<file path="src/sv/jsu_pkg.sv">
// jsu_pkg: shared types, character constants and helper functions for the
// json string unescape core. No dependencies.
package jsu_pkg;

  localparam int unsigned MaxOut = 5;

  localparam logic [7:0] ChBslash = 8'h5C;
  localparam logic [7:0] ChQmark  = 8'h3F;
  localparam logic [7:0] ChU      = 8'h75;
  localparam logic [7:0] Utf8Two  = 8'hC0;
  localparam logic [7:0] Utf8Cont = 8'h80;
  localparam logic [7:0] Utf8Three = 8'hE0;
  localparam logic [5:0] Low6Mask = 6'h3F;
  localparam logic [15:0] TwoByteLimit = 16'h0800;
  localparam logic [15:0] OneByteLimit = 16'h0080;

  typedef enum logic [1:0] {
    PH_NORMAL = 2'd0,
    PH_ESCAPE = 2'd1,
    PH_HEX    = 2'd2
  } phase_t;

  // decoder state with reset; raw digit bytes live outside, without reset
  typedef struct packed {
    phase_t      phase;
    logic [1:0]  taken;
    logic [11:0] cp;
  } dec_state_t;

  // one group of result words caused by a single input word
  typedef struct packed {
    logic [MaxOut-1:0][7:0] bytes;
    logic [2:0]             cnt;
  } grp_t;

  // {valid, value} of an ascii hex digit, either case
  function automatic logic [4:0] hex_value(input logic [7:0] b);
    logic [4:0] r;
    r = 5'd0;
    if (b >= 8'h30 && b <= 8'h39) begin
      r = {1'b1, 4'(b - 8'h30)};
    end else if (b >= 8'h61 && b <= 8'h66) begin
      r = {1'b1, 4'(b - 8'h57)};
    end else if (b >= 8'h41 && b <= 8'h46) begin
      r = {1'b1, 4'(b - 8'h37)};
    end
    return r;
  endfunction

  // simple single-character escapes; anything else passes as itself
  function automatic logic [7:0] escape_map(input logic [7:0] b);
    logic [7:0] r;
    r = b;
    unique case (b)
      8'h6E:   r = 8'h0A;
      8'h72:   r = 8'h0D;
      8'h74:   r = 8'h09;
      8'h62:   r = 8'h08;
      8'h66:   r = 8'h0C;
      default: r = b;
    endcase
    return r;
  endfunction

endpackage

</file>
<file path="src/sv/jsu_if.sv">
// jsu_in_if / jsu_out_if: valid/ready channels for raw and decoded words.
// No dependencies.
interface jsu_in_if;
  logic       valid;
  logic       ready;
  logic [7:0] in_byte;
  logic       string_end;

  modport source (output valid, output in_byte, output string_end, input ready);
  modport sink   (input valid, input in_byte, input string_end, output ready);
endinterface

interface jsu_out_if;
  logic       valid;
  logic       ready;
  logic [7:0] out_byte;
  logic       run_last;
  logic       string_last;

  modport source (output valid, output out_byte, output run_last, output string_last,
                  input ready);
  modport sink   (input valid, input out_byte, input run_last, input string_last,
                  output ready);
endinterface

</file>
<file path="src/sv/jsu_decode.sv">
// jsu_decode: combinational step of the unescape decoder, producing the
// next state and the group of up to five result words. Depends on jsu_pkg.
module jsu_decode (
  input  jsu_pkg::dec_state_t  st,
  input  logic [2:0][7:0]      pend,
  input  logic [7:0]           in_byte,
  input  logic                 string_end,
  output jsu_pkg::dec_state_t  st_nxt,
  output logic                 pend_we,
  output jsu_pkg::grp_t        grp
);

  logic [4:0]  hv;
  logic [15:0] cp_full;
  logic [jsu_pkg::MaxOut-1:0][7:0] abort_list;
  logic        opens_escape;

  assign hv = jsu_pkg::hex_value(in_byte);
  assign cp_full = {st.cp, hv[3:0]};
  assign opens_escape = (in_byte == jsu_pkg::ChBslash) && !string_end;

  // '?' then the taken digits, with the current byte right after them
  always_comb begin
    abort_list[0] = jsu_pkg::ChQmark;
    for (int k = 0; k < 3; k++) begin
      abort_list[k+1] = (2'(k) < st.taken) ? pend[k] : in_byte;
    end
    abort_list[4] = in_byte;
  end

  always_comb begin
    st_nxt    = st;
    pend_we   = 1'b0;
    grp.bytes = '0;
    grp.cnt   = 3'd0;
    unique case (st.phase)
      jsu_pkg::PH_ESCAPE: begin
        st_nxt.phase = jsu_pkg::PH_NORMAL;
        grp.cnt      = 3'd1;
        if (in_byte == jsu_pkg::ChU) begin
          if (string_end) begin
            grp.bytes[0] = jsu_pkg::ChQmark;
          end else begin
            st_nxt.phase = jsu_pkg::PH_HEX;
            st_nxt.taken = 2'd0;
            st_nxt.cp    = 12'd0;
            grp.cnt      = 3'd0;
          end
        end else begin
          grp.bytes[0] = jsu_pkg::escape_map(in_byte);
        end
      end
      jsu_pkg::PH_HEX: begin
        if (!hv[4]) begin
          // bad digit: replay, then treat this byte as a plain one, or as a new escape if it is a backslash
          grp.bytes    = abort_list;
          grp.cnt      = 3'd1 + 3'(st.taken) + (opens_escape ? 3'd0 : 3'd1);
          st_nxt.phase = opens_escape ? jsu_pkg::PH_ESCAPE : jsu_pkg::PH_NORMAL;
          st_nxt.taken = 2'd0;
          st_nxt.cp    = 12'd0;
        end else if (st.taken == 2'd3) begin
          st_nxt.phase = jsu_pkg::PH_NORMAL;
          st_nxt.taken = 2'd0;
          st_nxt.cp    = 12'd0;
          if (cp_full < jsu_pkg::OneByteLimit) begin
            grp.bytes[0] = cp_full[7:0];
            grp.cnt      = 3'd1;
          end else if (cp_full < jsu_pkg::TwoByteLimit) begin
            grp.bytes[0] = jsu_pkg::Utf8Two | {3'd0, cp_full[10:6]};
            grp.bytes[1] = jsu_pkg::Utf8Cont | {2'd0, cp_full[5:0] & jsu_pkg::Low6Mask};
            grp.cnt      = 3'd2;
          end else begin
            grp.bytes[0] = jsu_pkg::Utf8Three | {4'd0, cp_full[15:12]};
            grp.bytes[1] = jsu_pkg::Utf8Cont | {2'd0, cp_full[11:6]};
            grp.bytes[2] = jsu_pkg::Utf8Cont | {2'd0, cp_full[5:0] & jsu_pkg::Low6Mask};
            grp.cnt      = 3'd3;
          end
        end else begin
          pend_we      = 1'b1;
          st_nxt.taken = st.taken + 2'd1;
          st_nxt.cp    = cp_full[11:0];
          if (string_end) begin
            // string ended inside the escape: replay digits incl. this one
            grp.bytes = abort_list;
            grp.cnt   = 3'd2 + 3'(st.taken);
          end
        end
      end
      default: begin
        if (opens_escape) begin
          st_nxt.phase = jsu_pkg::PH_ESCAPE;
        end else begin
          grp.bytes[0] = in_byte;
          grp.cnt      = 3'd1;
        end
      end
    endcase
    if (string_end) begin
      st_nxt.phase = jsu_pkg::PH_NORMAL;
      st_nxt.taken = 2'd0;
      st_nxt.cp    = 12'd0;
    end
  end

endmodule

</file>
<file path="src/sv/json_string_unescape_core.sv">
// json_string_unescape_core: streaming json string body unescaper.
// The first decoded word of an input word is offered the cycle after
// acceptance. Throughput: one input word per cycle while each yields at most
// one result and the output is ready; a word that yields n results (n is at
// most 5) holds the input while the register drains one word per ready cycle.
// Reset (synchronous, rst_n low) returns to the normal phase, no results held.
// Depends on jsu_pkg, jsu_in_if, jsu_out_if and jsu_decode.
module json_string_unescape_core (
  input  logic        clk,
  input  logic        rst_n,
  jsu_in_if.sink      in_ch,
  jsu_out_if.source   out_ch
);

  jsu_pkg::dec_state_t st_r, st_nxt;
  logic [7:0]          pend_r [3];
  logic [2:0][7:0]     pend_flat;
  logic                pend_we;
  jsu_pkg::grp_t       grp_nxt;

  logic [jsu_pkg::MaxOut-1:0][7:0] bytes_r;
  logic [2:0]          cnt_r;
  logic                end_r;

  logic in_fire;
  logic out_fire;

  assign pend_flat = {pend_r[2], pend_r[1], pend_r[0]};

  jsu_decode u_decode (
    .st         (st_r),
    .pend       (pend_flat),
    .in_byte    (in_ch.in_byte),
    .string_end (in_ch.string_end),
    .st_nxt     (st_nxt),
    .pend_we    (pend_we),
    .grp        (grp_nxt)
  );

  // take a new word when the result register is empty or its last word leaves now
  assign in_ch.ready = (cnt_r == 3'd0) || (out_ch.ready && cnt_r == 3'd1);
  assign in_fire     = in_ch.valid && in_ch.ready;
  assign out_fire    = out_ch.valid && out_ch.ready;

  assign out_ch.valid       = (cnt_r != 3'd0);
  assign out_ch.out_byte    = bytes_r[0];
  assign out_ch.run_last    = (cnt_r == 3'd1);
  assign out_ch.string_last = (cnt_r == 3'd1) && end_r;

  always_ff @(posedge clk) begin
    if (!rst_n) begin
      st_r.phase <= jsu_pkg::PH_NORMAL;
      st_r.taken <= 2'd0;
      st_r.cp    <= 12'd0;
      cnt_r      <= 3'd0;
    end else begin
      if (in_fire) begin
        st_r  <= st_nxt;
        cnt_r <= grp_nxt.cnt;
      end else if (out_fire) begin
        cnt_r <= cnt_r - 3'd1;
      end
    end
  end

  always_ff @(posedge clk) begin
    if (in_fire) begin
      bytes_r <= grp_nxt.bytes;
      end_r   <= in_ch.string_end;
      if (pend_we) begin
        pend_r[st_r.taken] <= in_ch.in_byte;
      end
    end else if (out_fire) begin
      // shift the next word to the head
      bytes_r <= {8'd0, bytes_r[jsu_pkg::MaxOut-1:1]};
    end
  end

endmodule
</file>
<file path="src/flat_wrapper.sv">
// flat-port wrapper written by rule: the top's interface ports become plain ports
module json_string_unescape_core_flat 
  (clk, rst_n, in_ch_valid, in_ch_in_byte, in_ch_string_end, in_ch_ready, out_ch_valid, out_ch_out_byte, out_ch_run_last, out_ch_string_last, out_ch_ready);
  jsu_in_if in_ch_i ();
  jsu_out_if out_ch_i ();
  input  logic clk;
  input  logic rst_n;
  input wire logic [$bits(in_ch_i.valid)-1:0] in_ch_valid;
  input wire logic [$bits(in_ch_i.in_byte)-1:0] in_ch_in_byte;
  input wire logic [$bits(in_ch_i.string_end)-1:0] in_ch_string_end;
  output wire logic [$bits(in_ch_i.ready)-1:0] in_ch_ready;
  output wire logic [$bits(out_ch_i.valid)-1:0] out_ch_valid;
  output wire logic [$bits(out_ch_i.out_byte)-1:0] out_ch_out_byte;
  output wire logic [$bits(out_ch_i.run_last)-1:0] out_ch_run_last;
  output wire logic [$bits(out_ch_i.string_last)-1:0] out_ch_string_last;
  input wire logic [$bits(out_ch_i.ready)-1:0] out_ch_ready;
  assign in_ch_i.valid = in_ch_valid;
  assign in_ch_i.in_byte = in_ch_in_byte;
  assign in_ch_i.string_end = in_ch_string_end;
  assign in_ch_ready = in_ch_i.ready;
  assign out_ch_valid = out_ch_i.valid;
  assign out_ch_out_byte = out_ch_i.out_byte;
  assign out_ch_run_last = out_ch_i.run_last;
  assign out_ch_string_last = out_ch_i.string_last;
  assign out_ch_i.ready = out_ch_ready;
  json_string_unescape_core u_core (.clk(clk), .rst_n(rst_n), .in_ch(in_ch_i), .out_ch(out_ch_i));
endmodule
</file>
<file path="config.mk">
export PLATFORM = sky130hd
export DESIGN_NAME = json_string_unescape_core_flat
export DESIGN_NICKNAME = d
export VERILOG_FILES = /design/src/sv/jsu_pkg.sv /design/src/sv/jsu_if.sv /design/src/sv/jsu_decode.sv /design/src/sv/json_string_unescape_core.sv /design/src/flat_wrapper.sv
export SDC_FILE = /design/constraint.sdc
export NUM_CORES = 1
export LEC_CHECK = 0
export ABC_CLOCK_PERIOD_IN_PS = 3150
export BUFFER_PORTS_ARGS = -buffer_cell sky130_fd_sc_hd__buf_2
export CAP_MARGIN = 20
export CORE_MARGIN = 5
export CORE_UTILIZATION = 30
export DETAILED_ROUTE_END_ITERATION = 7
export SETUP_SLACK_MARGIN = 0.02
export SYNTH_ARGS = -nofsm -noshare
export SYNTH_HDL_FRONTEND = slang
export SYNTH_SLANG_ARGS = --single-unit
</file>
<file path="constraint.sdc">
create_clock -name clk -period 3.15 [get_ports clk]
set_input_delay 0.63 -clock clk [delete_from_list [all_inputs] [get_ports clk]]
set_output_delay 0.63 -clock clk [all_outputs]
set_load 0.01 [all_outputs]
</file>
After elaboration in Yosys (flattened, before gate mapping) --
Memories as Yosys holds them, arrays and structs flattened. Cells that the tools add are included. W data, S select, Z words.
Storage, ports and cells: flip-flop bits (word level) 60, memory bits (writable) 24, memories kept 1
Memory list:
- u_core.pend_r | words 3, width 8, rd ports 3, clocked after memory_dff 0, wr ports 1, line json_string_unescape_core.sv:16 | logic [7:0] pend_r [3];
Cells by class: $add $sub $neg 8, magnitude comparators 11, equality and inequality tests 13, mux-type cells 42, reductions and logical operators 17
Operators by type and width (count):
- $mux W43 | 2
- $mux W16 | 5
- $mux W40 | 2
- $eq A8 B7 Y1 const B | 7
- $mux W8 | 5
- $pmux W8 S5 | 1
- $mux W32 | 1
- $pmux W14 S2 | 1
- $mux W27 | 1
- $mux W11 | 2
- $pmux W11 S2 | 1
- $mux W17 | 1
- $ge A8 B7 Y1 const B | 2
- $le A8 B7 Y1 const B | 2
- $lt A16 B12 Y1 const B | 1
- $lt A16 B8 Y1 const B | 1
- $mux W5 | 3
- $mux W14 | 1
- $mux W1 | 9
- $mux W3 | 3
- $ge A8 B6 Y1 const B | 1
- $le A8 B6 Y1 const B | 1
- $logic_and A1 B1 Y1 | 8
- $sub A4 B3 Y4 const B | 2
- other kinds (23) | 28

Longest topological paths before layout --
depth after elaboration 12, mapped depth 12

Modules after synthesis --
Synthesis repeated with hierarchy kept, for this count alone.
Unflattened totals: cell total of the unflattened synthesis 552, area, all modules 5143.7 um^2
Modules (own cells, without submodules):
- json_string_unescape_core | instances 1, cells each 293, area each 3369.5 um^2, seq. area each 2332.2 um^2
- jsu_decode | instances 1, cells each 259, area each 1774.2 um^2, seq. area each 0.0 um^2

Worst setup path after synthesis --
Ideal clock, no wire load.
path kind input to register, start in in_ch_in_byte[0], end mem u_core.pend_r[0][0], enable pin, library setup time 0.332 ns, arrival 2.496 ns, required time 2.818 ns, slack 0.322 ns, stages 9, buffers on the path 2, cell sequence clkbuf_1 -> inv_1 -> ha_1 -> buf_2 -> nor3b_1 -> a211oi_2 -> a211oi_4 -> nor3_1 -> and2_1
On the way: cells in the longest elaborated chain, start to end 10
RTL lines:
- start, declared | line flat_wrapper.sv:9 | input wire logic [$bits(in_ch_i.in_byte)-1:0] in_ch_in_byte;
- $ge A8 B7 Y1 or $le A8 B7 Y1 (tied branches) | line jsu_pkg.sv:44 | end else if (b >= 8'h41 && b <= 8'h46) begin
- $logic_and A1 B1 Y1 | line jsu_pkg.sv:44
- $mux W5 | line jsu_pkg.sv:44
- $mux W5 | line jsu_pkg.sv:42 | end else if (b >= 8'h61 && b <= 8'h66) begin
- $mux W5 * | line jsu_pkg.sv:40 | if (b >= 8'h30 && b <= 8'h39) begin
- $mux W1 * | line jsu_decode.sv:54 | if (!hv[4]) begin
- $mux W1 * | line jsu_decode.sv:36 | unique case (st.phase)
- $mux W1 * | line json_string_unescape_core.sv:70 | if (pend_we) begin
- $mux W1 * | line json_string_unescape_core.sv:67 | if (in_fire) begin
- $mux W1 (implied by the code) * | line json_string_unescape_core.sv:71 | pend_r[st_r.taken] <= in_ch.in_byte;
- end, declared | line json_string_unescape_core.sv:16
Every way passes the cells marked *; elsewhere a longest branch is shown, timed or not.

Final worst setup path --
start in in_ch_in_byte[0], end reg u_core.bytes_r[17] (netlist name) (data pin)
On the way: cells in the longest elaborated chain, start to end 12
RTL lines:
- $ge A8 B7 Y1 or $le A8 B7 Y1 (tied branches) | line jsu_pkg.sv:44
- $logic_and A1 B1 Y1 | line jsu_pkg.sv:44
- $mux W5 | line jsu_pkg.sv:44
- $mux W5 | line jsu_pkg.sv:42
- $mux W5 * | line jsu_pkg.sv:40
- $lt A16 B12 Y1 | line jsu_decode.sv:68 | end else if (cp_full < jsu_pkg::TwoByteLimit) begin
- $mux W8 | line jsu_decode.sv:68
- $mux W16 | line jsu_decode.sv:65 | if (cp_full < jsu_pkg::OneByteLimit) begin
- $mux W27 | line jsu_decode.sv:61 | end else if (st.taken == 2'd3) begin
- $mux W43 * | line jsu_decode.sv:54
- $mux W32 * | line jsu_decode.sv:36
- $mux W40 * | line json_string_unescape_core.sv:67
- end signal, assigned | line json_string_unescape_core.sv:68 | bytes_r <= grp_nxt.bytes;
- end signal, assigned | line json_string_unescape_core.sv:75 | bytes_r <= {8'd0, bytes_r[jsu_pkg::MaxOut-1:1]};
- end, declared | line json_string_unescape_core.sv:21 | logic [jsu_pkg::MaxOut-1:0][7:0] bytes_r;
Marked as above. A chain may end at the register's enable or synchronous reset.

==> out/results.tsv <==
metric	value	unit
cts_root_buf	clkbuf_16	
first_global_vias	3632	
start_kind	input port	
setup_viol	0	
tightest_slew	776	ps
yosys.area.top_type	edfxtp_1	
crit_required	3320	ps
grt_max_degree	43	
min_to	u_core.st_r[15]	
end_kind	flop	
finalCritPeriodShare	0.856	
crit_family	simple AND/OR/NAND/NOR gates	
core-area	15800	µm²
synth_edf_count	65	
numCtsBuffers	9	
finalWorstSetupSlack	453	ps
synth-async-reset-ratio	0	
use_met1	0.197	
dieArea	18700	µm²
slew_headroom	0.478	
busiest_layer	met2	
rr_worst_depth	8	
htreeDepth	3	
wire_per_inst	18.2	µm
die_y	137	µm
drive_above_1_share	0.159	
max_stage_delay	330	ps
syn_avg_cell_area	10.3	µm²
drt-initial-drc-count	281	
critPathBufInv	3	
timing.rr.end	u_core.out_ch.out_byte[0]	
areaGrowthSynthToFinish	13.5	%
dpl.hpwl	9320	µm
register_area	2330	µm²
start_util	0.305	
hp-start	u_core.st_r[15]	
drc_errors	0	
crit_type	input port to flop	
ctsHoldBuffers	0	
gr-total-overflow	0	
syn_area	4830	µm²
first_pass_iters	5	
clk_pin_slew_worst_paths	70	ps
multiInputGateArea	2230	µm²
vias	3762	
final_net_count	514	
vias_per_cell	5.33	
ir_drop	0.267	mV
routabilityCongestion	0.894	
slew_viol_final	0	
fmax	0.371	GHz
hold_class	flop to flop	
rows	46	
synthTopCellsByArea	edfxtp_1, dfxtp_1, mux2i_1	
synthesis.nets	500	
wl	12800	µm
diodes	0	
hold-path-cell-count	2	
ios	25	
cp_slowest_cell	nor3b_1	
port_buffers	24	
synth_cells	471	
ys_warn_count	0	
fillCellCount	1592	
cts_setup_buffers	0	
max_cap_viol_count	0	
antenna_found_initial	0	
status	completed	
skew	5.77	ps
die_x	137	µm
dpl_worst_slack	168	ps
worstPathMaxFanout	8	
yosys.area.top_type_share	0.404	
synth_cell_types	68	
path_cells	buf_2 -> inv_1 -> ha_1 -> nor3b_1 -> and4b_1 -> a211o_4 -> nand2_1 -> buf_4 -> a21oi_1 -> o21ai_0	
clk_latency	340	ps
tritoncts	yes	
postCtsResizedCells	0	
synth_ff_type	edfxtp_1	
reg2reg_from	u_core.st_r[14]	
cts_max_path_buffers	2	
r2r_slack	630	ps
leakage	1.99	nW
ant_nets	0	
use_met2	0.214	
cts_sinks	84	
hold_violations	0	
use_met3	0.0235	
ys_seq_area_frac	0.483	
arrival	2870	ps
finalSetupTns	0	ps
rsz0062_at_grt	no	
grt_first_pass_wirelength	20100	µm
synth-seq-cells	84	
track_usage	0.138	
power_density	678	nW/µm²
period_minus_slack	2700	ps
[logic make-up (layout without fill, tap and decap cells)]
| kind of cell | after synthesis | after routing | share of synthesized area |
|---|---|---|---|
| AND/OR/NAND/NOR | 144 | 144 | 0.156 |
| AO/OA/AOI/OAI | 141 | 141 | 0.204 |
| flip-flops | 84 | 84 | 0.483 |
| buffers and inverters | 57 | 76 | 0.0552 |
| multiplexers | 27 | 27 | 0.0565 |
| adder cells (fa/ha/maj) | 16 | 16 | 0.0415 |
| XOR/XNOR | 2 | 2 | 0.00363 |
[report_power, final]
group / switching (mW) / total, mW / internal (mW) / leakage, nW
registers: 0.0998 / 1.68 / 1.58 / 0.784
logic: 0.610 / 0.947 / 0.337 / 1.06
clock network: 0.459 / 1.09 / 0.627 / 0.151
total: 1.17 / 3.72 / 2.55 / 1.99
[metal layers]
layer | vias to the layer above | share of wire
met5 | - | 0
met2 | 123 | 0.46
met3 | 17 | 0.068
li1 | 1784 | -
met4 | 0 | 0.016
met1 | 1838 | 0.46
[area by class of cell]
class | instances | share of cell area
clock buffers | 9 | 0.0411
repair buffers | 46 | 0.0521
flip-flops and latches | 84 | 0.426
clock inverters | 7 | 0.0155
multi-input cells | 330 | 0.407
inverters | 14 | 0.00959
well taps | 216 | 0.0493
[Yosys cell counts, types with 3 or more instances]
cell and number:
buf_2 12, nand2b_1 7, nor3b_1 4, nand3b_1 4, nor4_1 4, a31oi_1 5
buf_1 5, nand4_1 4, and2_1 6, mux2i_1 25, a22oi_1 8, o221ai_1 5
nor2_1 31, o21bai_1 4, dfxtp_1 19, nor3_1 5, a21oi_1 30, buf_4 8
o221a_2 3, inv_1 14, a22o_1 12, nand3_1 6, o21ai_0 35, and3_1 8
clkbuf_1 17, edfxtp_1 65, nand2_1 47, nor2b_1 6, ha_1 16
[state kept, by name, indices dropped and copies added (netlist names)]
register / count
u_core.out_ch.out_byte: 8
u_core.cnt_r: 3
u_core.st_r: 16
u_core.end_r: 1
u_core.pend_r: 24
u_core.bytes_r: 32
[cells in the final DEF, fill, tap and decap left out, types with 5 or more instances in the layout]
master | synthesis | routed
edfxtp_1 | 65 | 65
o221ai_1 | 5 | 5
and3_1 | 8 | 8
nor2b_1 | 6 | 6
a22oi_1 | 8 | 8
nor2_1 | 31 | 31
a31oi_1 | 5 | 5
ha_1 | 16 | 16
o21ai_0 | 35 | 35
nand2_1 | 47 | 47
mux2i_1 | 25 | 25
and2_1 | 6 | 6
nand2b_1 | 7 | 7
buf_4 | 8 | 22
clkbuf_16 | 0 | 9
inv_1 | 14 | 14
nand3_1 | 6 | 6
buf_2 | 12 | 24
a22o_1 | 12 | 12
nor3_1 | 5 | 5
a21oi_1 | 30 | 30
dfxtp_1 | 19 | 19
[worst min-delay path: cells and delay by family (launching register included)]
family,cells,cell delay [ps]
DFF,1,320
muxes,1,60
and+or+nand+nor,1,60
[worst max path at each step]
stage                     start  depth (start not counted)  slack, ps                  end
3_5_place_dp   in_ch_in_byte[0]                         10        170   u_core.bytes_r[17]
2_1_floorplan  in_ch_in_byte[0]                          9        320  u_core.pend_r[0][0]
6_report       in_ch_in_byte[0]                         10        450   u_core.bytes_r[17]
5_1_grt        in_ch_in_byte[0]                         10        310   u_core.bytes_r[17]
3_3_place_gp   in_ch_in_byte[1]                         10        200    u_core.bytes_r[9]
4_1_cts        in_ch_in_byte[0]                         10        500   u_core.bytes_r[17]
[per-stage QoR]
stage                     area [µm²]  utilization  hold WS (ps)  instances  power [mW]
after floorplan                 4830            -           455        471        2.35
after global placement          5170        0.327           470        690        2.64
after detailed placement        5170        0.327           493        690        2.66
after CTS                       5480        0.346           503        706        3.74
after global routing            5480        0.346           522        706        3.90
final                           5480        0.346           499        706        3.72
Note: power is estimated with default switching activity, not from simulation.
